File: src/rtl/mersenne_twister_generator_defines.svh
// ---------------------------------------------------------------------------
// Assertion macros used by the generator's top-level RTL.
// ---------------------------------------------------------------------------
`ifndef MERSENNE_TWISTER_GENERATOR_DEFINES_SVH
`define MERSENNE_TWISTER_GENERATOR_DEFINES_SVH

// Same-cycle implication, disabled while reset is asserted.
`define MTG_ASSERT_NOW(label, clk, rst_n, cond, prop) \
	label: assert property (@(posedge clk) disable iff (!rst_n) (cond) |-> (prop)) \
		else $error("generator check failed in same cycle");

// Next-cycle implication, disabled while reset is asserted.
`define MTG_ASSERT_NEXT(label, clk, rst_n, cond, prop) \
	label: assert property (@(posedge clk) disable iff (!rst_n) (cond) |=> (prop)) \
		else $error("generator check failed one cycle later");

`endif

File: src/rtl/mtg_pkg.sv
// ---------------------------------------------------------------------------
// mtg_pkg
// Constants and shared types of the MT19937 word generator.
// ---------------------------------------------------------------------------
package mtg_pkg;

	localparam int TABLE_WORDS_DEF   = 624;
	localparam int MIDDLE_OFFSET_DEF = 397;
	localparam int WORD_W            = 32;

	typedef logic [WORD_W-1:0] word_t;

	localparam word_t TWIST_MATRIX = 32'h9908_b0df;
	localparam word_t HIGH_BIT     = 32'h8000_0000;
	localparam word_t LOW_BITS     = 32'h7fff_ffff;
	localparam word_t TEMPER_B     = 32'h9d2c_5680;
	localparam word_t TEMPER_C     = 32'hefc6_0000;
	localparam word_t LCG_MULT     = 32'd69069;
	localparam word_t SCR_START    = 32'd373737;
	localparam word_t SCR_MULT     = 32'd5531;
	localparam word_t SCR_ADD      = 32'd81547;

	// Input word kinds.
	localparam logic KIND_DRAW   = 1'b0;
	localparam logic KIND_RESEED = 1'b1;

	// Fill stream from the seeder into the tail of the cell chain.
	typedef struct packed {
		logic  active;
		word_t word;
	} fill_t;

endpackage

File: src/rtl/mtg_twist.sv
// ---------------------------------------------------------------------------
// mtg_twist
// Recurrence step of MT19937 and output tempering of the new word.
// ---------------------------------------------------------------------------
module mtg_twist
	import mtg_pkg::*;
(
	input  word_t head,
	input  word_t next,
	input  word_t mid,
	output word_t new_word,
	output word_t tempered
);

	word_t y;
	word_t t1;
	word_t t2;
	word_t t3;

	always_comb begin
		y        = (head & HIGH_BIT) | (next & LOW_BITS);
		new_word = mid ^ (y >> 1) ^ (y[0] ? TWIST_MATRIX : '0);
		t1       = new_word ^ (new_word >> 11);
		t2       = t1 ^ ((t1 << 7) & TEMPER_B);
		t3       = t2 ^ ((t2 << 15) & TEMPER_C);
		tempered = t3 ^ (t3 >> 18);
	end

endmodule

File: config.mk
export PLATFORM = sky130hd
export DESIGN_NAME = mtg_twist
export DESIGN_NICKNAME = d
export VERILOG_FILES = /design/src/rtl/mersenne_twister_generator_defines.svh /design/src/rtl/mtg_pkg.sv /design/src/rtl/mtg_twist.sv
export SDC_FILE = /design/constraint.sdc
export NUM_CORES = 1
export LEC_CHECK = 0
export BUFFER_PORTS_ARGS = -buffer_cell sky130_fd_sc_hd__buf_4
export CELL_PAD_IN_SITES_DETAIL_PLACEMENT = 1
export CELL_PAD_IN_SITES_GLOBAL_PLACEMENT = 2
export CORE_ASPECT_RATIO = 1.75
export CORE_MARGIN = 4
export CORE_UTILIZATION = 16
export DETAILED_ROUTE_END_ITERATION = 6
export GPL_TIMING_DRIVEN = 1
export PLACE_DENSITY_LB_ADDON = 0.1
export RECOVER_POWER = 100
export SYNTH_ARGS = -nofsm -noshare
export SYNTH_HDL_FRONTEND = slang
export SYNTH_SLANG_ARGS = --single-unit
File: constraint.sdc
create_clock -name vclk -period 3.2
set_input_delay 0.32 -clock vclk [all_inputs]
set_output_delay 0.32 -clock vclk [all_outputs]
set_load 0.02 [all_outputs]
**Word-level counts from Yosys, hierarchy flattened**

Index checks and enable logic that the tools add are counted.

- Bitwise gates (word level): 7
- Muxes and demuxes: 1

Operators with widths:

| operator | count |
|---|---|
| 32-bit bitwise XOR | 3 |
| 32-bit two-way mux | 1 |
| 32-bit by 31-bit bitwise OR with 32-bit output | 1 |
| 32-bit by 14-bit bitwise XOR with 32-bit output | 1 |
| 32-bit by 21-bit bitwise XOR with 32-bit output | 1 |
| 32-bit by 31-bit bitwise XOR with 32-bit output | 1 |

- Bits of input ports: 96
- Logic and storage cells: 8
- Output and inout bits: 64
- Register bits after elaboration: 0

**Logic depth before layout (Yosys ltp)**

- Depth in word-level cells: 7
- Depth in mapped cells: 5
- Depth with buffers taken out: 4

**Least setup slack after synthesis**

OpenSTA, ideal clock, no wires.

- Path kind: input-to-output
- Start point: input port next[17]
- End point: output port tempered[9]
- Data arrival time: 2.148 ns
- Data required time: 2.880 ns
- Path buffers: 0
- Path slack: 0.732 ns
- Stages on the path: 4
- Path through: xor2_1 xnor2_1 xnor3_1 xnor2_1

- Longest elaborated chain between the ends: 7

RTL lines:

| item | line | source |
|---|---|---|
| start, declared | mtg_twist.sv:9 | `input word_t next,` |
| 32-bit by 31-bit bitwise OR with 32-bit output | mtg_twist.sv:21 | `y = (head & HIGH_BIT) \| (next & LOW_BITS);` |
| 32-bit by 31-bit bitwise XOR with 32-bit output | mtg_twist.sv:22 | `new_word = mid ^ (y >> 1) ^ (y[0] ? TWIST_MATRIX : '0);` |
| 32-bit bitwise XOR | mtg_twist.sv:22 |  |
| 32-bit by 21-bit bitwise XOR with 32-bit output | mtg_twist.sv:23 | `t1 = new_word ^ (new_word >> 11);` |
| 32-bit bitwise XOR | mtg_twist.sv:24 | `t2 = t1 ^ ((t1 << 7) & TEMPER_B);` |
| 32-bit bitwise XOR | mtg_twist.sv:25 | `t3 = t2 ^ ((t2 << 15) & TEMPER_C);` |
| 32-bit by 14-bit bitwise XOR with 32-bit output | mtg_twist.sv:26 | `tempered = t3 ^ (t3 >> 18);` |
| end, declared | mtg_twist.sv:12 | `output word_t tempered` |

Every way passes these cells.

**Worst setup path in the final report**

- Start point: input port next[0]
- End point: output port tempered[4]

- Longest elaborated chain between the ends: 7

RTL lines:

| item | line |
|---|---|
| 32-bit by 31-bit bitwise OR with 32-bit output | mtg_twist.sv:21 |
| 32-bit two-way mux | mtg_twist.sv:22 |
| 32-bit bitwise XOR | mtg_twist.sv:22 |
| 32-bit by 21-bit bitwise XOR with 32-bit output | mtg_twist.sv:23 |
| 32-bit bitwise XOR | mtg_twist.sv:24 |
| 32-bit bitwise XOR | mtg_twist.sv:25 |
| 32-bit by 14-bit bitwise XOR with 32-bit output | mtg_twist.sv:26 |

Every way passes these cells.

==> impl_summary.log <==
[metrics] Seq cells: 0
[metrics] Synth cell types: 12
[metrics] hold-fix buffer count after cts: 0
[metrics] type of the most critical hold path: input port to primary output
[metrics] vias in the first global route: 1271
[metrics] max incr delay on CP: 470 ps
[metrics] vias per inst: 3.78
[metrics] total wire length: 4260 µm
[metrics] number of slew-limit violations in the final report: 0
[metrics] layout cells sized above 1: 30.3%
[metrics] final setup fails: 0
[metrics] relative max-transition margin: 63.6%
[metrics] outcome: complete, no violations
[metrics] mean instance size in the synthesized netlist: 10.3 µm²
[metrics] Die X-Extent: 72.1 µm
[metrics] Worst Hold End: new_word[5]
[metrics] Power, Total: 1.17 mW
[metrics] ordered list of cells on the worst path: buf_4 -> xnor3_1 -> xor2_1 -> xnor3_1 -> xnor2_1 -> clkbuf_1
[metrics] maximum clock frequency: 387 MHz
[metrics] number of fill cells in the layout: 874
[metrics] Max IR drop VDD: 0.000325 V
[metrics] pin count of the biggest net entering global routing: 16
[metrics] cell with the most instances on the worst path: sky130_fd_sc_hd__xnor3_1
[metrics] data arrival at the endpoint of the critical path: 2260 ps
[metrics] number of instances on the worst hold path: 3
[metrics] layout clock buffer count: 0
[metrics] number of max-cap violations: 0
[metrics] required time worst endpoint: 2880 ps
[metrics] path type of the worst setup path: input port to primary output
[metrics] Largest delay share family, worst path: XOR/XNOR gates
[metrics] starting density of the core: 16.5%
[metrics] Syn Std Cell Area: 1150 µm²
[metrics] final clock period utilization by the worst path: 80.7%
[metrics] die area: 8670 µm²
[metrics] FF/Latch Area: 0 µm²
[metrics] Final nets: 336
[metrics] launch point of the worst hold path: mid[5]
[metrics] vias after detailed routing: 1217
[metrics] Diodes inserted: 0
[metrics] Synth-to-Final Area Change: 68.2%
[metrics] critical path fanouts, max: 15
[metrics] shortest clock period the worst path allows after layout: 2580 ps
[metrics] sequential element share of the synthesized area: 0%
[metrics] global-route wire length before repair: 6190 µm
[metrics] number of buffers and inverters on the critical path: 2
[metrics] count of nets left with antenna violations after detail routing: 0
[metrics] setup fix buffers added after clock tree synthesis: 0
[metrics] final hold violations: 0
[metrics] post-detail-place hpwl: 3970 µm
[metrics] die extent in y: 120 µm
[metrics] final weighted congestion of routability-driven global placement: 0.649
[metrics] total DRC errors in the routed layout: 0
[metrics] total routing usage reported by global routing: 8.83%
[metrics] pre-CTS setup slack: 757 ps
[metrics] setup tns final: 0 ps
[metrics] number of antenna violations at the first check in global routing: 0
[metrics] total number of yosys warnings: 0
[metrics] gate count of the mapped netlist: 112
[metrics] post-synth net total: 208
[metrics] total leakage power: 0.894 nW
[metrics] row count: 40
[metrics] slew at the pin closest to its max-slew limit: 544 ps
[metrics] core area: 6960 µm²
[metrics] I/O pins: 160
[metrics] slowest cell on the critical path: sky130_fd_sc_hd__xnor3_1
[metrics] Worst Slack Setup Final: 617 ps
[metrics] WL/cell: 13.2 µm
[metrics] number of DRC markers after the initial detailed-route iteration: 6
[metrics] Detailed Routing Iterations Pass 1: 2
[metrics] power density over the cells: 604 nW/µm²
[metrics] post-cts gate resize count: 0
[metrics] sort of element at the end of the critical path: primary output
[metrics] unrepaired setup endpoints after global routing: no
[metrics] total global routing overflow: 0
[metrics] Critical Path Source Type: input port
[metrics] number of port buffers: 128
-- synth_stat cells --
| library cell | number | area share, % |
|---|---|---|
| sky130_fd_sc_hd__xnor2_1 | 53 | 40 |
| sky130_fd_sc_hd__xor2_4 | 2 | 4.8 |
| sky130_fd_sc_hd__buf_2 | 1 | 0.43 |
| sky130_fd_sc_hd__xnor2_2 | 1 | 1.4 |
| sky130_fd_sc_hd__buf_6 | 1 | 0.98 |
| sky130_fd_sc_hd__xnor3_1 | 7 | 14 |
| sky130_fd_sc_hd__xor2_1 | 34 | 26 |
| sky130_fd_sc_hd__xnor3_2 | 1 | 2.1 |
| sky130_fd_sc_hd__inv_1 | 8 | 2.6 |
| sky130_fd_sc_hd__xor3_1 | 1 | 2.1 |
| sky130_fd_sc_hd__xor2_2 | 1 | 1.4 |
| sky130_fd_sc_hd__xor3_2 | 2 | 4.3 |
-- layout make-up --
class              instances  area, µm²  area share [%]
multi-input cells        102       1060            54.6
repair buffers           128        743            38.4
well taps                 84        105            5.43
inverters                  8       30.0            1.55
-- how the worst max path moves through the flow --
stage,startpoint,end,cells after the start
2_1_floorplan,next[17],tempered[9],4
3_3_place_gp,next[0],tempered[0],6
3_5_place_dp,next[0],tempered[0],6
4_1_cts,next[0],tempered[0],6
5_1_grt,next[0],tempered[4],6
6_report,next[0],tempered[4],6
-- cell usage in the layout, fill, tap and decap left out --
master                     Yosys  routed
sky130_fd_sc_hd__xor3_2        2       1
sky130_fd_sc_hd__buf_4         0      70
sky130_fd_sc_hd__xnor2_2       1       1
sky130_fd_sc_hd__xor2_1       34      37
sky130_fd_sc_hd__xnor3_1       7       8
sky130_fd_sc_hd__inv_1         8       8
sky130_fd_sc_hd__clkbuf_1      0      58
sky130_fd_sc_hd__xor3_1        1       2
sky130_fd_sc_hd__xnor2_1      53      53
-- where the power goes --
part / total [mW] / switching [mW] / leakage, nW / internal (mW)
combinational: 1.17 / 0.733 / 0.894 / 0.436
clock: 0 / 0 / 0 / 0
sequential: 0 / 0 / 0 / 0
-- metal layers --
metal  GRT usage (%)  up-vias  share of wire, %  wire [µm]
met5               0        -                 0          0
met4               0        0                 0          0
met3            2.00        0                11        469
met2            19.8       75                60       2570
met1            7.72      550                29       1220
li1                -      592                 -          -
-- metrics by stage --
stage	instances	area (µm²)	hold slack (ps)	utilization [%]
after global placement	322	2200	957	31.6
final	322	1940	971	27.8
after CTS	322	2200	959	31.6
after floorplan	112	1150	744	-
after global routing	322	1940	989	27.8
after detailed placement	322	2200	958	31.6
-- kinds of logic after synthesis --
group,count (synthesis),share of synthesized area [%]
buffers and inverters,10,4.02
xor gates and xnor gates,102,96.0
No activity file was read; power rests on OpenSTA's default activity.
