`config.mk`:
```
export PLATFORM = sky130hd
export DESIGN_NAME = mtg_seed
export DESIGN_NICKNAME = d
export VERILOG_FILES = /design/src/rtl/mersenne_twister_generator_defines.svh /design/src/rtl/mtg_pkg.sv /design/src/rtl/mtg_seed.sv
export SDC_FILE = /design/constraint.sdc
export NUM_CORES = 1
export LEC_CHECK = 0
export ABC_AREA = 0
export BUFFER_PORTS_ARGS = -buffer_cell sky130_fd_sc_hd__buf_2
export CORE_AREA = 5 5 217 135
export DETAILED_ROUTE_END_ITERATION = 12
export DIE_AREA = 0 0 222 140
export GPL_TIMING_DRIVEN = 1
export PLACE_DENSITY = 0.88
export SLEW_MARGIN = 40
export SYNTH_ARGS = -nofsm -noshare
export SYNTH_HDL_FRONTEND = slang
export SYNTH_SLANG_ARGS = --single-unit
```
`constraint.sdc`:
```
create_clock -name clk -period 8.5 [get_ports clk]
set_input_delay 0.425 -clock clk [delete_from_list [all_inputs] [get_ports clk]]
set_output_delay 0.425 -clock clk [all_outputs]
set_load 0.01 [all_outputs]
```
`src/rtl/mersenne_twister_generator_defines.svh`:
```
// ---------------------------------------------------------------------------
// Assertion macros used by the generator's top-level RTL.
// ---------------------------------------------------------------------------
`ifndef MERSENNE_TWISTER_GENERATOR_DEFINES_SVH
`define MERSENNE_TWISTER_GENERATOR_DEFINES_SVH

// Same-cycle implication, disabled while reset is asserted.
`define MTG_ASSERT_NOW(label, clk, rst_n, cond, prop) \
	label: assert property (@(posedge clk) disable iff (!rst_n) (cond) |-> (prop)) \
		else $error("generator check failed in same cycle");

// Next-cycle implication, disabled while reset is asserted.
`define MTG_ASSERT_NEXT(label, clk, rst_n, cond, prop) \
	label: assert property (@(posedge clk) disable iff (!rst_n) (cond) |=> (prop)) \
		else $error("generator check failed one cycle later");

`endif

```
`src/rtl/mtg_pkg.sv`:
```
// ---------------------------------------------------------------------------
// mtg_pkg
// Constants and shared types of the MT19937 word generator.
// ---------------------------------------------------------------------------
package mtg_pkg;

	localparam int TABLE_WORDS_DEF   = 624;
	localparam int MIDDLE_OFFSET_DEF = 397;
	localparam int WORD_W            = 32;

	typedef logic [WORD_W-1:0] word_t;

	localparam word_t TWIST_MATRIX = 32'h9908_b0df;
	localparam word_t HIGH_BIT     = 32'h8000_0000;
	localparam word_t LOW_BITS     = 32'h7fff_ffff;
	localparam word_t TEMPER_B     = 32'h9d2c_5680;
	localparam word_t TEMPER_C     = 32'hefc6_0000;
	localparam word_t LCG_MULT     = 32'd69069;
	localparam word_t SCR_START    = 32'd373737;
	localparam word_t SCR_MULT     = 32'd5531;
	localparam word_t SCR_ADD      = 32'd81547;

	// Input word kinds.
	localparam logic KIND_DRAW   = 1'b0;
	localparam logic KIND_RESEED = 1'b1;

	// Fill stream from the seeder into the tail of the cell chain.
	typedef struct packed {
		logic  active;
		word_t word;
	} fill_t;

endpackage

```
`src/rtl/mtg_seed.sv`:
```
// ---------------------------------------------------------------------------
// mtg_seed
// Produces the seeded table, one word per cycle, from the 69069 chain
// XORed with the scrambler sequence.
// ---------------------------------------------------------------------------
module mtg_seed
	import mtg_pkg::*;
#(
	parameter int TABLE_WORDS = TABLE_WORDS_DEF
) (
	input  logic  clk,
	input  logic  arst_n,
	input  logic  start,
	input  word_t seed,
	output fill_t fill
);

	localparam int CNT_W = $clog2(TABLE_WORDS);

	logic             busy_q;
	logic [CNT_W-1:0] cnt_q;
	word_t            lcg_q;
	word_t            scr_q;
	word_t            scr_mul;
	word_t            scr_next;
	logic             first;

	assign first    = (cnt_q == '0);
	assign scr_mul  = 32'(scr_q * SCR_MULT) + SCR_ADD;
	assign scr_next = scr_mul ^ (scr_mul >> 9) ^ (scr_mul << 19);

	always_ff @(posedge clk or negedge arst_n) begin
		if (!arst_n) begin
			busy_q <= 1'b0;
			cnt_q  <= '0;
		end else if (start) begin
			busy_q <= 1'b1;
			cnt_q  <= '0;
		end else if (busy_q) begin
			cnt_q <= cnt_q + 1'b1;
			if (cnt_q == CNT_W'(TABLE_WORDS - 1)) begin
				busy_q <= 1'b0;
			end
		end
	end

	// The first table word is the bare seed; the scrambler advances only
	// after it has been applied to a word.
	always_ff @(posedge clk) begin
		if (start) begin
			lcg_q <= seed;
			scr_q <= SCR_START;
		end else if (busy_q) begin
			lcg_q <= 32'(lcg_q * LCG_MULT);
			if (!first) begin
				scr_q <= scr_next;
			end
		end
	end

	assign fill.active = busy_q;
	assign fill.word   = lcg_q ^ (first ? '0 : scr_q);

endmodule

```
# Yosys cells after proc, flatten, opt, wreduce, memory -nomap -nowiden
# Index checks and enable logic that the tools add are counted.
# word_totals
reg_bits,75
out_inout_bits,33
# op_classes
n_addsub,2
n_mul,2
n_eq_ne,1
n_mux,8
bitwise,4
n_reduce_logical,3
# ops
op,n
2-to-1 mux 32 bit,3
XOR 32 bit,2
adder 32 x 17 -> 32 bit (second input constant),1
multiplier 32 x 13 -> 32 bit (second input constant),1
multiplier 32 x 17 -> 32 bit (second input constant),1
XOR 32 x 23 -> 32 bit,1
2-to-1 mux 10 bit,2
adder 10 x 1 -> 10 bit (second input constant),1
equality test 10 bit (second input constant),1
logical NOT 10 bit,1
2-to-1 mux 1 bit,3
AND reduction 2 bit,1
nonzero test 2 bit,1
inverter 1 bit,1

# Depth between registers and ports, before layout
# Gate-level depths: netlist of run 1.
# depth
word_depth,4
mapped_depth,22
depth_no_buf,22

# Least setup slack after synthesis of run 1
# Ideal clock, no wire load.
# synth_timing
path_kind,flip-flop to flip-flop
from,register lcg_q[10]
to,register lcg_q[28] (data pin)
t_arrival_ns,5.477
required_time_ns,8.240
path_slack_ns,2.764
stages_incl_launch_ff,22
path_buffers,1
period_less_slack_ns,5.736
cell_sequence,edfxtp_1 -> ha_1 -> fa_1 -> inv_1 -> fa_1 -> inv_1 -> fa_1 -> fa_1 -> inv_1 -> fa_1 -> inv_1 -> ha_1 -> clkbuf_1 -> a21oi_1 -> o22ai_1 -> o21a_1 -> o21a_1 -> a311o_1 -> a41oi_2 -> a21boi_1 -> xor2_1 -> mux2_2
# synth_via
elab_chain_cells,3
# synth_rtl
element,line,rtl
start: declaration,mtg_seed.sv:22,word_t lcg_q;
start signal: assignment,mtg_seed.sv:54,lcg_q <= 32'(lcg_q * LCG_MULT);
multiplier 32 x 17 -> 32 bit,mtg_seed.sv:54,
2-to-1 mux 32 bit,mtg_seed.sv:53,end else if (busy_q) begin
2-to-1 mux 32 bit,mtg_seed.sv:50,if (start) begin
# No other way between the ends. The select of a mux whose other input is x is not followed.
# A chain may end at the register's enable or synchronous reset.

# Final worst setup path of run 1
# layout_timing
from,register lcg_q[4]
to,register lcg_q[28] (data pin)
# The elaborated chain is that of the path after synthesis.

==> flow_metrics.tcl, run 1 <==
set metrics [dict create \
    status "completed" \
    antenna_found_initial 0 \
    synthFlopType "edfxtp_1" \
    antenna_cells 0 \
    drive_gt1_frac 0.0700 \
    grt_max_degree 48 \
    synth_warnings 0 \
    slowest_delay_ns 0.59 \
    clock.fmax_mhz 161 \
    gpl.final_weighted_congestion 1.01 \
    cp.arrival_ns 6.31 \
    drc 0 \
    max-cap-violations 0 \
    worst_pin_slew_ns 0.896 \
    postSynthAreaPerCell_um2 9.84 \
    vias 12500 \
    worstHoldPathType "in2reg" \
    rsz0062_at_grt "false" \
    htree_levels 3 \
    dp_hpwl_um 39400 \
    synth_seq_area_share 0.109 \
    layout_commonest_cell "inv_1" \
    die_x_um 222 \
    totalWireLength_um 45800 \
    crit_fanout 8 \
    clockBufferDepth 2 \
    drt-initial-drc-count 1200 \
    ys_types 66 \
    vias_per_cell 5.71 \
    relSlewSlack 0.398 \
    cts.sinks 75 \
    layout_common_cells "inv_1 (433), ha_1 (315), fa_1 (278), xnor2_1 (109), nand2_1 (104)" \
    crit_chain "ha_1 > fa_1 > ha_1 > fa_1 > fa_1 > inv_1 > fa_1 > inv_1 > ha_1 > a211oi_1 > o211ai_2 > a41oi_2 > o21ai_1 > a311o_1 > a41oi_2 > a21boi_1 > xor2_1 > mux2_2" \
    crit_path_end_kind "flip-flop" \
    grt_pass1_wl_um 72600 \
    instances_no_fill 2182 \
    drt_pass1_iterations 5 \
    core_area_mm2 0.0271 \
    r2r_start "lcg_q[4]" \
    cts_tree "built" \
    required_ns 8.61 \
    report.final.slew_viol_count 0 \
    crit_top_cell "fa_1" \
    cts_buffers 9 \
    postSynthCellCount 1754 \
    utilization 0.677 \
    die_height_um 140 \
    antenna_left 0 \
    final_hold_viol_count 0 \
    cp-start-kind "flip-flop" \
    ys_ff_latch 75 \
    placedCellCount 2165 \
    tns_ns 0 \
    clock_skew_ns 0.0114 \
    clockRootBuffer "clkbuf_16" \
    path_clk_slew_ns 0.07 \
    wl_per_cell_um 21.0 \
    min-delay-start "seed[0]" \
    initial_core_util 0.638 \
    r2r_slack_ns 2.29 \
    worstSetupPathType "reg2reg" \
    min_path_cells 2 \
    port_buffers 67 \
    critical_path.startpoint "lcg_q[4]" \
    synth_edf_count 32 \
    syn_to_final_growth_pct 6.15 \
    rows 47 \
    grt_pass1_vias 13000 \
    clk_latency_ns 0.36 \
    timing.final.crit_period_ns 6.21 \
    overflow 0 \
    io_pins 68 \
    synth_area_mm2 0.0173 \
    synth_nets 2382 \
    finalNetCount 2438 \
    cp_top_family "adder cells" \
    slowest_stage "edfxtp_1" \
    hold_end "lcg_q[0]" \
    worstRegToRegCells 18 \
    grtUsageTotal 0.301 \
    reg2reg_to "lcg_q[28]" \
    fin_crit_sh 0.730 \
    async_flop_share 0.147 \
    setup_viol_count_final 0 \
    cp.buffers_inverters 2 \
    fp.dieArea_mm2 0.0311 \
]
through the flow:
step	worst slack (ns)	hold WS, ns	area (µm²)
after CTS	2.36	0.337	18300
after global routing	2.10	0.360	18300
after global placement	2.44	0.305	18000
after floorplan	2.76	0.129	17300
after detailed placement	2.38	0.310	18000
final	2.29	0.347	18300
sequential cells by signal (all words and copies together) (netlist names):
name	count
busy_q	1
cnt_q	10
lcg_q	32
scr_q	32
how the worst max path moves through the flow:
| stage | cells after the start | to | slack [ns] |
|---|---|---|---|
| 2_1_floorplan | 21 | lcg_q[28] | 2.76 |
| 3_3_place_gp | 18 | lcg_q[28] | 2.44 |
| 3_5_place_dp | 20 | lcg_q[28] | 2.38 |
| 4_1_cts | 20 | lcg_q[28] | 2.36 |
| 5_1_grt | 20 | lcg_q[28] | 2.10 |
| 6_report | 18 | lcg_q[28] | 2.29 |
layer usage:
metal / GRT usage / part of all wire / vias up
met5: 0 / 0 / -
met2: 0.431 / 0.41 / 594
met1: 0.448 / 0.45 / 6135
met4: 0.0509 / 0.016 / 0
li1: - / - / 5668
met3: 0.108 / 0.12 / 54
synth_stat cells, types with 8 or more instances:
| library cell | instances | area share |
|---|---|---|
| edfxtp_1 | 32 | 0.056 |
| nor3_1 | 12 | 0.0035 |
| fa_1 | 278 | 0.32 |
| o211ai_1 | 15 | 0.0065 |
| a211oi_1 | 11 | 0.0048 |
| dfrtp_1 | 11 | 0.016 |
| dfxtp_1 | 32 | 0.037 |
| clkbuf_1 | 26 | 0.0057 |
| nand2_1 | 104 | 0.023 |
| ha_1 | 315 | 0.23 |
| and2_1 | 8 | 0.0029 |
| xor2_1 | 49 | 0.025 |
| a21o_1 | 24 | 0.010 |
| xnor2_1 | 110 | 0.056 |
| nand3_1 | 21 | 0.0061 |
| a21oi_1 | 50 | 0.015 |
| nor2b_1 | 8 | 0.0029 |
| o21ai_0 | 37 | 0.011 |
| inv_1 | 433 | 0.094 |
| nor2_1 | 55 | 0.012 |
| o21a_1 | 12 | 0.0052 |
logic make-up after synthesis:
group | count (synthesis) | share of synthesized area
simple gates | 244 | 0.0643
compound gates | 209 | 0.0850
buf+inv | 461 | 0.101
fa+ha+maj | 593 | 0.551
xor+xnor | 163 | 0.0848
mux | 9 | 0.00566
flops | 75 | 0.109
area by class of cell:
type	instances	area (µm²)
clock inverter	6	88.8
clock buffer	10	229
multi-input combinational	1218	13700
tap	367	459
inverter	433	1630
timing repair buffer	73	383
fill	2069	8740
sequential	75	1880
timing repair:
action | in CTS | in global routing
gates resized for setup | 0 | 0
hold buffers | 1 | 0
setup endpoints to repair | 0 | 0
setup buffers | 0 | 0
endpoints found under the hold margin | 11 | 0
Power of run 1 is not shown: default switching activity piles up to over one toggle a cycle in this logic, so the estimate is an artifact.
==> inputs of run 2 (changes only) <==
==> constraint.sdc (replaced) <==
create_clock -name clk -period 5.8 [get_ports clk]
set_input_delay 0.29 -clock clk [delete_from_list [all_inputs] [get_ports clk]]
set_output_delay 0.29 -clock clk [all_outputs]
set_load 0.01 [all_outputs]
==> flow_metrics.tcl, run 2 (synthesis gave the netlist of run 1 again) <==
set metrics [dict create \
    die_x_um 222 \
    syn_to_final_growth_pct 15.3 \
    port_buffers 67 \
    drc 0 \
    clk_latency_ns 0.37 \
    drive_gt1_frac 0.177 \
    dp_hpwl_um 42100 \
    vias 13600 \
    relSlewSlack 0.534 \
    overflow 0 \
    cts_buffers 9 \
    initial_core_util 0.638 \
    slowest_stage "fa_1" \
    tns_ns 0 \
    max-cap-violations 0 \
    place_area_mm2 0.0187 \
    grt_pass1_wl_um 80500 \
    rows 47 \
    drt-initial-drc-count 1549 \
    core_area_mm2 0.0271 \
    crit_chain "buf_6 > ha_4 > fa_1 > inv_1 > fa_2 > inv_1 > fa_2 > fa_1 > inv_1 > fa_1 > inv_2 > ha_4 > a21oi_4 > o22ai_2 > o21a_1 > o21a_1 > a311o_1 > a41oi_2 > a21boi_2 > xor2_1 > mux2_4" \
    setup_viol_count_final 0 \
    rsz0062_at_grt "true" \
    largest_registers "lcg_q (32), scr_q (32), cnt_q (10)" \
    clockBufferDepth 2 \
    cts_tree "built" \
    report.final.slew_viol_count 0 \
    vias_per_cell 5.87 \
    cp_top_family "adder cells" \
    worst_pin_slew_ns 0.694 \
    clockRootBuffer "clkbuf_16" \
    layout_common_cells "inv_1 (427), ha_1 (289), fa_1 (264), buf_4 (132), xnor2_1 (108)" \
    cp-start-kind "flip-flop" \
    htree_levels 3 \
    cp.buffers_inverters 5 \
    crit_path_end_kind "flip-flop" \
    totalWireLength_um 51800 \
    worstSetupPathType "reg2reg" \
    gpl.final_weighted_congestion 0.997 \
    status "completed" \
    wl_per_cell_um 22.4 \
    slowest_delay_ns 0.53 \
    instances_no_fill 2315 \
    io_pins 68 \
    die_height_um 140 \
    regArea_mm2 0.00191 \
    timing.final.crit_period_ns 5.78 \
    grtUsageTotal 0.334 \
    antenna_cells 0 \
    fin_crit_sh 0.996 \
    worstHoldPathType "in2reg" \
    path_clk_slew_ns 0.06 \
    grt_max_degree 48 \
    antenna_found_initial 0 \
    antenna_left 0 \
    nFillCells 1754 \
    fp.dieArea_mm2 0.0311 \
    placedCellCount 2267 \
    cts.sinks 75 \
    final_hold_viol_count 0 \
    multi_input_area_mm2 0.0142 \
    grt_pass1_vias 14400 \
    clock_skew_ns 0.0109 \
    finalNetCount 2571 \
    drt_pass1_iterations 6 \
    design_area_mm2 0.0199 \
    crit_fanout 3 \
    cp.arrival_ns 5.90 \
    layout_commonest_cell "inv_1" \
    clock.fmax_mhz 173 \
    required_ns 5.92 \
]
run 2: cell types whose count changed in the layout (fill, tap and decap cells not counted), moves of 5 or more:
cell / before / now
inv_2: 0 / 6
inv_1: 433 / 427
fa_1: 278 / 264
dfxtp_2: 0 / 8
fa_2: 0 / 14
ha_4: 0 / 23
dfxtp_4: 0 / 5
dfxtp_1: 32 / 19
ha_1: 315 / 289
a21oi_1: 50 / 42
buf_6: 0 / 6
a21oi_2: 5 / 11
buf_4: 5 / 132
run 2: layout make-up:
| cell class | instances | area share |
|---|---|---|
| multi-input combinational | 1218 | 0.713 |
| sequential | 75 | 0.0958 |
| inverter | 433 | 0.0817 |
| timing repair buffer | 206 | 0.0705 |
| tap | 367 | 0.0231 |
| clock buffer | 11 | 0.0128 |
| clock inverter | 5 | 0.00283 |
run 2: metrics by stage:
step,hold WS [ns],utilization,setup slack (ns)
floorplan,-0.00559,-,0.0637
global placement,0.169,0.693,-0.0436
detailed placement,0.171,0.693,-0.239
CTS,0.188,0.712,-0.00196
global route,0.205,0.736,-0.130
finish,0.201,0.736,0.0246
run 2: path summary, 6_finish.rpt:
path | cells past startpoint | startpoint | end | slack, ns
setup / recovery | 21 | lcg_q[11] | lcg_q[28] | 0.02
hold / removal | 3 | seed[29] | lcg_q[29] | 0.20
setup reg to reg | 21 | lcg_q[11] | lcg_q[28] | 0.02
hold reg to reg | 2 | scr_q[29] | scr_q[29] | 0.53
max in group asynchronous | 2 | arst_n | cnt_q[4] | 5.26
min in group asynchronous | 2 | arst_n | cnt_q[5] | 0.34
run 2: worst reg2reg max path, stage by stage, from the launching register on:
cell	delay [ns]
edfxtp_1	0.41
buf_6	0.16
ha_4	0.26
fa_1	0.53
inv_1	0.07
fa_2	0.53
inv_1	0.06
fa_2	0.46
fa_1	0.48
inv_1	0.05
fa_1	0.49
inv_2	0.05
ha_4	0.23
a21oi_4	0.13
o22ai_2	0.10
o21a_1	0.18
o21a_1	0.16
a311o_1	0.38
a41oi_2	0.31
a21boi_2	0.10
xor2_1	0.15
mux2_4	0.25
run 2: timing repair:
item	CTS	global route
hold buffers	1	0
endpoints found under the setup margin	6	37
setup buffers	13	19
pin swaps	3	42
resized for setup	15	103
endpoints found under the hold margin	11	0
run 2: per-layer routing:
layer	vias up	track usage	wire (µm)
met5	-	0	0
met4	0	0.0784	1600
met3	139	0.104	6300
met2	821	0.493	21900
met1	6702	0.487	22000
li1	5934	-	-
Power of run 2 is left out for the same reason.
