## src/rtl/mersenne_twister_generator_defines.svh

```systemverilog
// ---------------------------------------------------------------------------
// Assertion macros used by the generator's top-level RTL.
// ---------------------------------------------------------------------------
`ifndef MERSENNE_TWISTER_GENERATOR_DEFINES_SVH
`define MERSENNE_TWISTER_GENERATOR_DEFINES_SVH

// Same-cycle implication, disabled while reset is asserted.
`define MTG_ASSERT_NOW(label, clk, rst_n, cond, prop) \
	label: assert property (@(posedge clk) disable iff (!rst_n) (cond) |-> (prop)) \
		else $error("generator check failed in same cycle");

// Next-cycle implication, disabled while reset is asserted.
`define MTG_ASSERT_NEXT(label, clk, rst_n, cond, prop) \
	label: assert property (@(posedge clk) disable iff (!rst_n) (cond) |=> (prop)) \
		else $error("generator check failed one cycle later");

`endif

```

## src/rtl/mtg_pkg.sv

```systemverilog
// ---------------------------------------------------------------------------
// mtg_pkg
// Constants and shared types of the MT19937 word generator.
// ---------------------------------------------------------------------------
package mtg_pkg;

	localparam int TABLE_WORDS_DEF   = 624;
	localparam int MIDDLE_OFFSET_DEF = 397;
	localparam int WORD_W            = 32;

	typedef logic [WORD_W-1:0] word_t;

	localparam word_t TWIST_MATRIX = 32'h9908_b0df;
	localparam word_t HIGH_BIT     = 32'h8000_0000;
	localparam word_t LOW_BITS     = 32'h7fff_ffff;
	localparam word_t TEMPER_B     = 32'h9d2c_5680;
	localparam word_t TEMPER_C     = 32'hefc6_0000;
	localparam word_t LCG_MULT     = 32'd69069;
	localparam word_t SCR_START    = 32'd373737;
	localparam word_t SCR_MULT     = 32'd5531;
	localparam word_t SCR_ADD      = 32'd81547;

	// Input word kinds.
	localparam logic KIND_DRAW   = 1'b0;
	localparam logic KIND_RESEED = 1'b1;

	// Fill stream from the seeder into the tail of the cell chain.
	typedef struct packed {
		logic  active;
		word_t word;
	} fill_t;

endpackage

```

## src/rtl/mtg_cell.sv

```systemverilog
// ---------------------------------------------------------------------------
// mtg_cell
// One state word of the generator; takes its neighbour's word on a shift.
// ---------------------------------------------------------------------------
module mtg_cell
	import mtg_pkg::*;
(
	input  logic  clk,
	input  logic  arst_n,
	input  logic  shift,
	input  word_t d,
	output word_t q
);

	word_t word_q;

	// The state table resets to zero, which the first draw must see.
	always_ff @(posedge clk or negedge arst_n) begin
		if (!arst_n) begin
			word_q <= '0;
		end else if (shift) begin
			word_q <= d;
		end
	end

	assign q = word_q;

endmodule

```

## config.mk

```make
export PLATFORM = sky130hd
export DESIGN_NAME = mtg_cell
export DESIGN_NICKNAME = d
export VERILOG_FILES = /design/src/rtl/mersenne_twister_generator_defines.svh /design/src/rtl/mtg_pkg.sv /design/src/rtl/mtg_cell.sv
export SDC_FILE = /design/constraint.sdc
export NUM_CORES = 1
export LEC_CHECK = 0
export BUFFER_PORTS_ARGS = -buffer_cell sky130_fd_sc_hd__buf_2
export CORE_ASPECT_RATIO = 2
export CORE_MARGIN = 5
export CORE_UTILIZATION = 28
export CTS_CLUSTER_DIAMETER = 30
export DETAILED_ROUTE_END_ITERATION = 8
export GPL_TIMING_DRIVEN = 0
export PLACE_DENSITY = 0.57
export REMOVE_ABC_BUFFERS = 1
export SYNTH_ARGS = -nofsm -noshare
export SYNTH_HDL_FRONTEND = slang
export SYNTH_SLANG_ARGS = --single-unit
```

## constraint.sdc

```tcl
create_clock -name clk -period 1.06 [get_ports clk]
set_clock_uncertainty 0.15 [all_clocks]
set_input_delay 0.053 -clock clk [delete_from_list [all_inputs] [get_ports clk]]
set_output_delay 0.053 -clock clk [all_outputs]
set_load 0.05 [all_outputs]
```

Yosys cells after proc, flatten, opt, wreduce, memory -nomap -nowiden
Index checks and enable logic that the tools add are counted.
{"block": "totals", "regBits": 32, "latch_bits": 0, "ram_bits": 0, "rom_bits": 0, "inputBits": 35, "out_inout_bits": 32, "wordCells": 1, "mem_count": 0}
{"block": "op_classes", "n_addsub": 0, "mul": 0, "n_div": 0, "magnitude_cmp": 0, "n_eq_ne": 0, "shift": 0, "n_mux": 0, "n_bitwise": 0, "reduce_logical": 0}

Depth between registers and ports, before layout
Gate-level depths: netlist (run 1).
{"block": "logic_depth", "depth_word": 0, "depth_mapped": 3, "ltp_nobuf": 1}

Worst setup path after synthesis (run 1)
Ideal clock, no wire load.
{"block": "synth_timing", "path_kind": "register to register", "start": "reg, netlist name q[0]", "end": "reg word_q[0] (netlist: q[0])", "arrival_ns": 0.869, "required_time_ns": 0.785, "slack_ns": -0.084, "stages_incl_launch_ff": 2, "path_buffers": 0, "path_cell_list": "dfrtp_1 > mux2_4"}
{"element": "end signal: assignment", "line_no": "mtg_cell.sv:20", "text": "word_q <= '0;"}
{"element": "end signal: assignment", "line_no": "mtg_cell.sv:22", "text": "word_q <= d;"}
{"element": "end: declaration", "line_no": "mtg_cell.sv:15", "text": "word_t word_q;"}

Worst setup path after layout (run 1)
{"block": "layout_timing", "start": "reg word_q[26] (netlist: q[26])", "end": "out q[26]"}
{"element": "end: declaration", "line_no": "mtg_cell.sv:12", "text": "output word_t q"}
No word-level cell between the ends.

==> summary.txt, run 1 <==
Layout
  • Max reg flops: 32
  • # diodes: 0
  • Multi-input gate area: 473 sq um
  • Layout Cells excl Fill: 225
  • Area grow syn2layout: 70.0%
  • Seq. cell area: 801 sq um
  • Nets: about 210
  • Layout cell share with drive strength beyond 1: 0.612
  • # fillers: 403
  • Final core occ: 0.492

Yosys
  • Synth top cells by count: dfrtp_1 (32), mux2_4 (30), buf_12 (3), mux2_2 (2), buf_6 (1)
  • Yosys warnings: 0
  • Mapped cell area: 1350 sq um
  • EDFF count, synth: 0
  • Synth area leaders: dfrtp_1 (60%), mux2_4 (33%), buf_12 (4.5%), mux2_2 (1.7%), buf_6 (0.84%)
  • Synth cell types: 5
  • Mapped Avg Cell Area: slightly below 20 sq um
  • Yosys top cell by area: dfrtp_1
  • Post-Synthesis Cells: 68
  • Post-synth top area share: 0.595
  • Register area share after synthesis: 0.595
  • Main synth FF type: dfrtp_1
  • Async S/R FF share, synth: 1.00
  • Register bit total from synthesis: 32
  • Most frequent cell after synthesis: dfrtp_1

Placed design
  • Placement Setup Slack: -0.469 ns
  • RePlAce Congestion: 0.652
  • IO buf count: 66
  • Inst Count DP: 185

Clocking
  • Clock buffer depth: 2
  • CTS buffer count: 5
  • CTS root buf: clkbuf_8
  • # clock sinks: 32
  • Clock slew at reported path FFs: 0.07 ns
  • H-tree lvl count: 2
  • Clock latency on the worst-skew pair: between 0.2 and 0.3 ns
  • TritonCTS clock tree: done
  • Post-CTS setup buffer count: 0

Power
  • Clock power frac: 0.248
  • Pwr Density: 1510 nW/um^2
  • Internal power: roughly 2.3 mW
  • Leak Pwr: approximately 1.1 nW
  • Flop pwr share: 0.417
  • IR Drop Worst-Case VDD: 0.719 mV
  • Power share of the combinational group: 0.335
  • Pwr Total: 3.45 mW
  • Psw: about 1.1 mW
  • Switching share of power: 0.327

Floorplanning
  • Row Count: 35
  • Core area: 4640 sq um
  • DIE WIDTH: roughly 60 microns
  • Die Ht: 108 microns
  • DIE AREA: 6370 sq um
  • Initial Util: 0.290
  • Io pins: 67

Critical path
  • Worst Setup Start Kind: flip-flop
  • Crit path DAT: 0.84 ns
  • Worst Reg-to-Reg Cells: 1
  • Worst-path maximum fanout: 2
  • Max incr delay on CP: 0.40 ns
  • Ordered cell list for the critical path: buf_6
  • Crit-path leading delay family: flip-flops
  • WS Path Type: reg2out
  • Crit Reg-Reg Endpoint: q[12]$_DFFE_PN0P_
  • Worst reg-to-reg setup slack: 0.12 ns
  • Reg-to-Reg Start: q[12]$_DFFE_PN0P_
  • Worst Path Required: 0.86 ns
  • CP Capture Type: primary output
  • Critical path's slowest cell: dfrtp_1
  • Buf/Inv on CP: 1

Timing
  • Worst Slack Setup Final: ~0.019 ns
  • Crit path time final: roughly 1.0 ns
  • Tcrit/Tclk final: 0.982
  • # setup viols final: 0
  • Rel. slew slack: 0.620
  • Worst Tran Pin Value: 0.570 ns
  • Max Fclk: ~960 MHz
  • Max-slew violations: 0
  • RSZ-0062 raised after global routing: true
  • Hold Fails Final Rpt: 0

Route
  • Vias: 949
  • Remaining DRCs: 0
  • Post-Route WL: around 3400 microns
  • 1st-iter DRT viols: 10
  • Routed Antenna Nets: 0
  • Routed wire per std cell: 15.2 microns
  • Drt via density: between 4 and 5
  • DRT Pass-1 Iters: 3

Global routing
  • GRT Util Overall: 0.114
  • GRT overflow: 0
  • Vias in the first global route: 1,162
  • First-pass GRT wire length: around 5400 microns
  • Initial antenna violation count: 0
  • Largest net degree at the start of global routing: 33

Min path
  • Worst hold path class: in2async

Flow run
  • Max Cap Viol: 0

Outcome
  • Status: finished clean
timing repair:
action | in CTS | in global routing
gates resized for setup | 59 | 7
setup endpoints to repair | 64 | 53
hold endpoints to repair | 64 | 0
hold buffers | 33 | 0
routing by layer:
metal,global-route usage,up-vias,share of wire
met5,0,-,0
met4,0.0648,0,0.035
met3,0.0287,10,0.054
met2,0.210,37,0.57
met1,0.108,464,0.34
li1,-,438,-
power by group through the flow:
stage | Clock [mW] | Sequential, mW | Combinational [mW]
after floorplan | 0 | 1.87 | 0.197
after global placement | 0 | 1.42 | 0.906
after detailed placement | 0 | 1.43 | 0.921
after CTS | 0.907 | 1.44 | 1.15
after global routing | 0.938 | 1.46 | 1.21
final | 0.856 | 1.44 | 1.16
stage by stage:
step,hold WS (ns),instance area (sq um),TNS [ns]
6_report,0.134,2290,0
5_1_grt,0.181,2290,-0.0938
4_1_cts,0.206,2260,0
3_5_place_dp,0.00940,1670,-13.15
3_3_place_gp,-0.0258,1670,-11.51
2_1_floorplan,-0.393,1270,-2.68
worst max path at each step:
stage	endpoint	slack, ns	from	depth (start not counted)
final	q[26]	0.02	q[26]$_DFFE_PN0P_	1
after global routing	q[12]	-0.02	q[12]$_DFFE_PN0P_	1
after CTS	q[1]	0.0005	q[1]$_DFFE_PN0P_	1
after detailed placement	q[29]$_DFFE_PN0P_	-0.47	shift	2
after global placement	q[29]$_DFFE_PN0P_	-0.42	shift	2
after floorplan	q[0]$_DFFE_PN0P_	-0.08	q[0]$_DFFE_PN0P_	1
kinds of logic (layout without fill, tap and decap cells):
family	count (synthesis)	in the layout	share of synthesized area
buf+inv	4	106	0.0530
flops	32	32	0.595
mux	32	32	0.352
placed cells by master, fill, tap and decap left out, drive strengths merged:
| master | instances |
|---|---|
| dlygate4sd3 | 33 |
| clkinv | 1 |
| dfrtp | 32 |
| mux2 | 32 |
| buf | 65 |
| clkbuf | 7 |
final cells by class:
| type | instances | area share |
|---|---|---|
| well taps | 55 | 0.0301 |
| clock buffers | 6 | 0.0317 |
| flip-flops and latches | 32 | 0.350 |
| repair buffers | 99 | 0.379 |
| clock inverters | 1 | 0.00219 |
| multi-input cells | 32 | 0.207 |
No activity file was read; power rests on OpenSTA's default activity.
==> run 2, diff against run 1 <==
--- a/config.mk
+++ b/config.mk
@@ -9,6 +9,7 @@
 export CORE_ASPECT_RATIO = 2
 export CORE_MARGIN = 5
 export CORE_UTILIZATION = 28
+export CTS_BUF_LIST = sky130_fd_sc_hd__clkbuf_8
 export CTS_CLUSTER_DIAMETER = 30
 export DETAILED_ROUTE_END_ITERATION = 8
 export GPL_TIMING_DRIVEN = 0
==> run 2 against run 1 <==
Via count decreased by 0.11%; sequential share of layout area unchanged; fmax hardly changed; sequential power barely moved; global-route usage did not move; critical path depth unchanged; cell area unchanged; utilization did not move; total power decreased by 0.28%; combinational power barely moved; non-clock buffer count is the same; critical path type unchanged.
==> summary.txt, run 2 (synthesis gave the netlist of run 1 again) <==
Clocking
  • Clock buffer depth: 2
  • H-tree lvl count: 2
  • CTS buffer count: 5
  • # clock sinks: 32
  • TritonCTS clock tree: done
  • Clock latency on the worst-skew pair: 0.27 ns
  • CTS root buf: clkbuf_8
  • Clock slew at reported path FFs: 0.07 ns

Critical path
  • Worst-path maximum fanout: 2
  • WS Path Type: reg2out
  • Crit-path leading delay family: flip-flops
  • Crit Reg-Reg Endpoint: q[12]$_DFFE_PN0P_
  • Buf/Inv on CP: 1
  • Worst reg-to-reg setup slack: 0.12 ns
  • Worst Path Required: approximately 0.86 ns
  • Critical path's slowest cell: dfrtp_1
  • Crit path DAT: 0.84 ns
  • Worst Reg-to-Reg Cells: 1
  • Reg-to-Reg Start: q[12]$_DFFE_PN0P_
  • Worst Setup Start Kind: flip-flop
  • CP Capture Type: primary output
  • Ordered cell list for the critical path: buf_6
  • Max incr delay on CP: 0.40 ns

Floorplanning
  • Core area: 4640 sq um
  • Row Count: 35
  • Die Ht: around 110 microns
  • Io pins: 67
  • Initial Util: 0.290
  • DIE WIDTH: 59.0 microns
  • DIE AREA: 6370 sq um

Route
  • Drt via density: 4.21
  • Routed Antenna Nets: 0
  • Remaining DRCs: 0
  • Vias: 948
  • DRT Pass-1 Iters: 3
  • Routed wire per std cell: about 15 microns
  • 1st-iter DRT viols: 9
  • Post-Route WL: 3410 microns

Placed design
  • IO buf count: between 60 and 70
  • RePlAce Congestion: 0.652
  • Placement Setup Slack: -0.469 ns
  • Placed instance area: 1670 sq um

Timing
  • Rel. slew slack: 0.620
  • Tcrit/Tclk final: 0.982
  • Worst Tran Pin Value: 0.571 ns
  • Hold Fails Final Rpt: 0
  • Max-slew violations: 0
  • # setup viols final: 0
  • Worst Slack Setup Final: around 0.019 ns
  • RSZ-0062 raised after global routing: true
  • Crit path time final: 1.04 ns
  • Max Fclk: just under 1000 MHz

Power
  • Leak Pwr: between 1 and 1.5 nW
  • Pwr Total: 3.45 mW
  • Pwr Density: between 1500 and 2000 nW/um^2
  • IR Drop Worst-Case VDD: 0.712 mV

Layout
  • Most frequent cells in the layout: dlygate4sd3_1 (33), buf_2 (32), buf_6 (32), dfrtp_1 (32), mux2_4 (30)
  • Cell area after layout: around 2300 sq um
  • Area grow syn2layout: 70.0%
  • Max reg flops: 32
  • Nets: 205
  • # diodes: 0
  • Layout cell share with drive strength beyond 1: 0.612
  • Commonest non-fill, non-tap cell in the layout: dlygate4sd3_1

Outcome
  • Status: finished clean

Flow run
  • Max Cap Viol: 0

Min path
  • Worst hold path class: in2async

Global routing
  • First-pass GRT wire length: ~5400 microns
  • GRT Util Overall: 0.114
  • GRT overflow: 0
  • Vias in the first global route: around 1,200
  • Largest net degree at the start of global routing: 33
  • Initial antenna violation count: 0
-- run 2: cell types whose count changed in the layout (fill, tap and decap cells not counted) --
cell,delta
clkbuf_1,-1
inv_1,+1
-- run 2: worst max-delay path by stage --
stage	from	endpoint	slack, ns	depth (start not counted)
after floorplan	q[0]$_DFFE_PN0P_	q[0]$_DFFE_PN0P_	-0.08	1
after global placement	shift	q[29]$_DFFE_PN0P_	-0.42	2
after detailed placement	shift	q[29]$_DFFE_PN0P_	-0.47	2
after CTS	q[1]$_DFFE_PN0P_	q[1]	0.0005	1
after global routing	q[12]$_DFFE_PN0P_	q[12]	-0.02	1
final	q[26]$_DFFE_PN0P_	q[26]	0.02	1
-- run 2: power breakdown --
part           internal (mW)  total, mW  switching, mW
Sequential              1.35       1.44         0.0943
Combinational          0.534       1.16          0.625
Clock                  0.436      0.847          0.411
Total                   2.31       3.45           1.13
-- run 2: layout make-up --
type,instances,area [sq um]
clock buffer,5,68.8
clock inverter,2,8.76
fill,403,2360
multi-input combinational,32,473
sequential,32,801
tap,55,68.8
timing repair buffer,99,866
-- run 2: metrics by stage --
stage | util | hold slack [ns] | std cells | TNS, ns
finish | 0.492 | 0.134 | 225 | 0
floorplan | - | -0.393 | 64 | -2.68
CTS | 0.487 | 0.206 | 225 | 0
detailed placement | 0.360 | 0.00940 | 185 | -13.15
global placement | 0.360 | -0.0258 | 185 | -11.51
global route | 0.492 | 0.181 | 225 | -0.0942
-- run 2: timing repair --
item	in CTS	in global routing
hold buffers	33	0
hold endpoints to repair	64	0
endpoints found under the setup margin	64	53
resized for setup	59	7
buffers inserted	0	0
-- run 2: layer usage --
metal | GRT usage | vias to the layer above | part of all wire
li1 | - | 438 | -
met4 | 0.0648 | 0 | 0.035
met1 | 0.108 | 463 | 0.34
met3 | 0.0287 | 10 | 0.054
met2 | 0.210 | 37 | 0.57
met5 | 0 | - | 0
==> run 3, diff against run 2 <==
==> constraint.sdc (replaced) <==
create_clock -name clk -period 1.06 [get_ports clk]
set_clock_uncertainty 0.15 [all_clocks]
set_input_delay 0.053 -clock clk [delete_from_list [all_inputs] [get_ports clk]]
set_output_delay 0.053 -clock clk [all_outputs]
set_load 0.02 [all_outputs]
==> run 3 against run 2 <==
Sequential power about the same; register-to-register slack about the same; clock power down 0.7%; via count down 2.5%; sequential cell count unchanged; routed wire length down 7.6%; total power down 14%; setup slack better by 0.019 ns; cell area down 8.5%; utilization down 4.2 points; non-clock buffer count unchanged; critical path type unchanged; critical endpoint is now q[19]; largest cell class is now flip-flops and latches; highest routed layer unchanged.
==> summary.txt, run 3 (synthesis gave the netlist of run 1 again) <==
Outcome
  • Status: finished clean

Floorplanning
  • Initial Util: 0.290
  • Core area: 4640 sq um
  • DIE WIDTH: 59.0 microns
  • Row Count: 35
  • Die Ht: 108 microns
  • Io pins: 67
  • DIE AREA: 6370 sq um

Min path
  • Worst hold path class: in2async

Route
  • Routed wire per std cell: 14.0 microns
  • 1st-iter DRT viols: 6
  • Post-Route WL: between 3000 and 4000 microns
  • Routed Antenna Nets: 0
  • Remaining DRCs: 0
  • Drt via density: 4.11
  • Vias: 924
  • DRT Pass-1 Iters: 3

Timing
  • Rel. slew slack: 0.621
  • Worst Tran Pin Value: 0.568 ns
  • Tcrit/Tclk final: 0.965
  • Worst Slack Setup Final: 0.0375 ns
  • Crit path time final: 1.02 ns
  • Hold Fails Final Rpt: 0
  • # setup viols final: 0
  • RSZ-0062 raised after global routing: false
  • TNS Setup: 0 ns
  • Max Fclk: 978 MHz
  • Max-slew violations: 0

Critical path
  • Worst Path Required: 0.86 ns
  • Critical path's slowest cell: dfrtp_1
  • Max incr delay on CP: ~0.38 ns
  • Reg-to-Reg Start: q[12]$_DFFE_PN0P_
  • Worst-path maximum fanout: 2
  • Crit-path leading delay family: flip-flops
  • Worst reg-to-reg setup slack: 0.12 ns
  • Ordered cell list for the critical path: buf_2
  • Crit Reg-Reg Endpoint: q[12]$_DFFE_PN0P_
  • WS Path Type: reg2out
  • Crit path DAT: approximately 0.82 ns
  • Worst Setup Start Kind: flip-flop
  • Buf/Inv on CP: 1
  • Worst Reg-to-Reg Cells: 1
  • CP Capture Type: primary output

Global routing
  • GRT Util Overall: 0.104
  • GRT overflow: 0
  • Initial antenna violation count: 0
  • Vias in the first global route: 1,098
  • First-pass GRT wire length: 5000 microns
  • Largest net degree at the start of global routing: 33

Flow run
  • Max Cap Viol: 0

Clocking
  • Post-CTS setup buffer count: 0
  • TritonCTS clock tree: done
  • Clock buffer depth: 2
  • Clock slew at reported path FFs: ~0.07 ns
  • CTS root buf: clkbuf_8
  • # clock sinks: 32
  • Clock latency on the worst-skew pair: between 0.2 and 0.3 ns
  • CTS buffer count: 5
  • H-tree lvl count: 2

Layout
  • # diodes: 0
  • Max reg flops: 32
  • Layout cell share with drive strength beyond 1: 0.612
  • Most frequent cells in the layout: buf_2 (63), dlygate4sd3_1 (33), dfrtp_1 (32)
  • Commonest non-fill, non-tap cell in the layout: buf_2
  • Cell area after layout: 2090 sq um
  • # fillers: 430
  • Area grow syn2layout: 55.5%
  • Nets: 205

Placed design
  • Placement Setup Slack: -0.469 ns
  • Placed instance area: 1670 sq um
  • IO buf count: 66
  • RePlAce Congestion: 0.652

Power
  • IR Drop Worst-Case VDD: 0.692 mV
  • Leak Pwr: approximately 1.1 nW
  • Pwr Total: 2.97 mW
  • Pwr Density: 1420 nW/um^2
[run 3: cell counts in the layout (fill, tap and decap cells not counted)]
Identical to the previous run, type by type.
[run 3: metal layers]
metal  up-vias  part of all wire  GRT usage
met1       447              0.38      0.111
li1        438                 -          -
met2        33              0.56      0.186
met5         -                 0          0
met3         6             0.047     0.0215
met4         0             0.020     0.0535
[run 3: worst max-delay path by stage]
stage          slack, ns                end         startpoint  cells after the start
3_5_place_dp       -0.47  q[29]$_DFFE_PN0P_              shift                      2
5_1_grt            0.001              q[24]  q[24]$_DFFE_PN0P_                      1
4_1_cts             0.01  q[22]$_DFFE_PN0P_             arst_n                      2
2_1_floorplan       0.08   q[0]$_DFFE_PN0P_   q[0]$_DFFE_PN0P_                      1
6_report            0.04              q[19]  q[19]$_DFFE_PN0P_                      1
3_3_place_gp       -0.42  q[29]$_DFFE_PN0P_              shift                      2
[run 3: where the power goes]
part | total [mW] | leakage, nW | internal (mW) | switching, mW
sequential | 1.41 | 0.374 | 1.34 | 0.0655
combinational | 0.718 | 0.656 | 0.388 | 0.330
clock | 0.841 | 0.0452 | 0.436 | 0.406
total | 2.97 | 1.08 | 2.17 | 0.801
[run 3: stage by stage]
stage	instances	hold WS, ns	utilization
finish	225	0.138	0.451
CTS	225	0.206	0.449
floorplan	64	-0.393	-
global placement	185	-0.0258	0.360
detailed placement	185	0.00940	0.360
global route	225	0.185	0.451
[run 3: layout make-up]
cell class                 count  area, sq um  share of cell area
clock inverter                 2         8.76             0.00419
sequential                    32          801               0.383
tap                           55         68.8              0.0329
clock buffer                   5         68.8              0.0329
timing repair buffer          99          672               0.321
multi-input combinational     32          473               0.226
[run 3: what timing repair did]
action,4_1_cts,5_1_grt
pin swaps,0,0
setup endpoints to repair,32,33
hold endpoints to repair,64,0
gates resized for setup,1,3
hold buffers,33,0
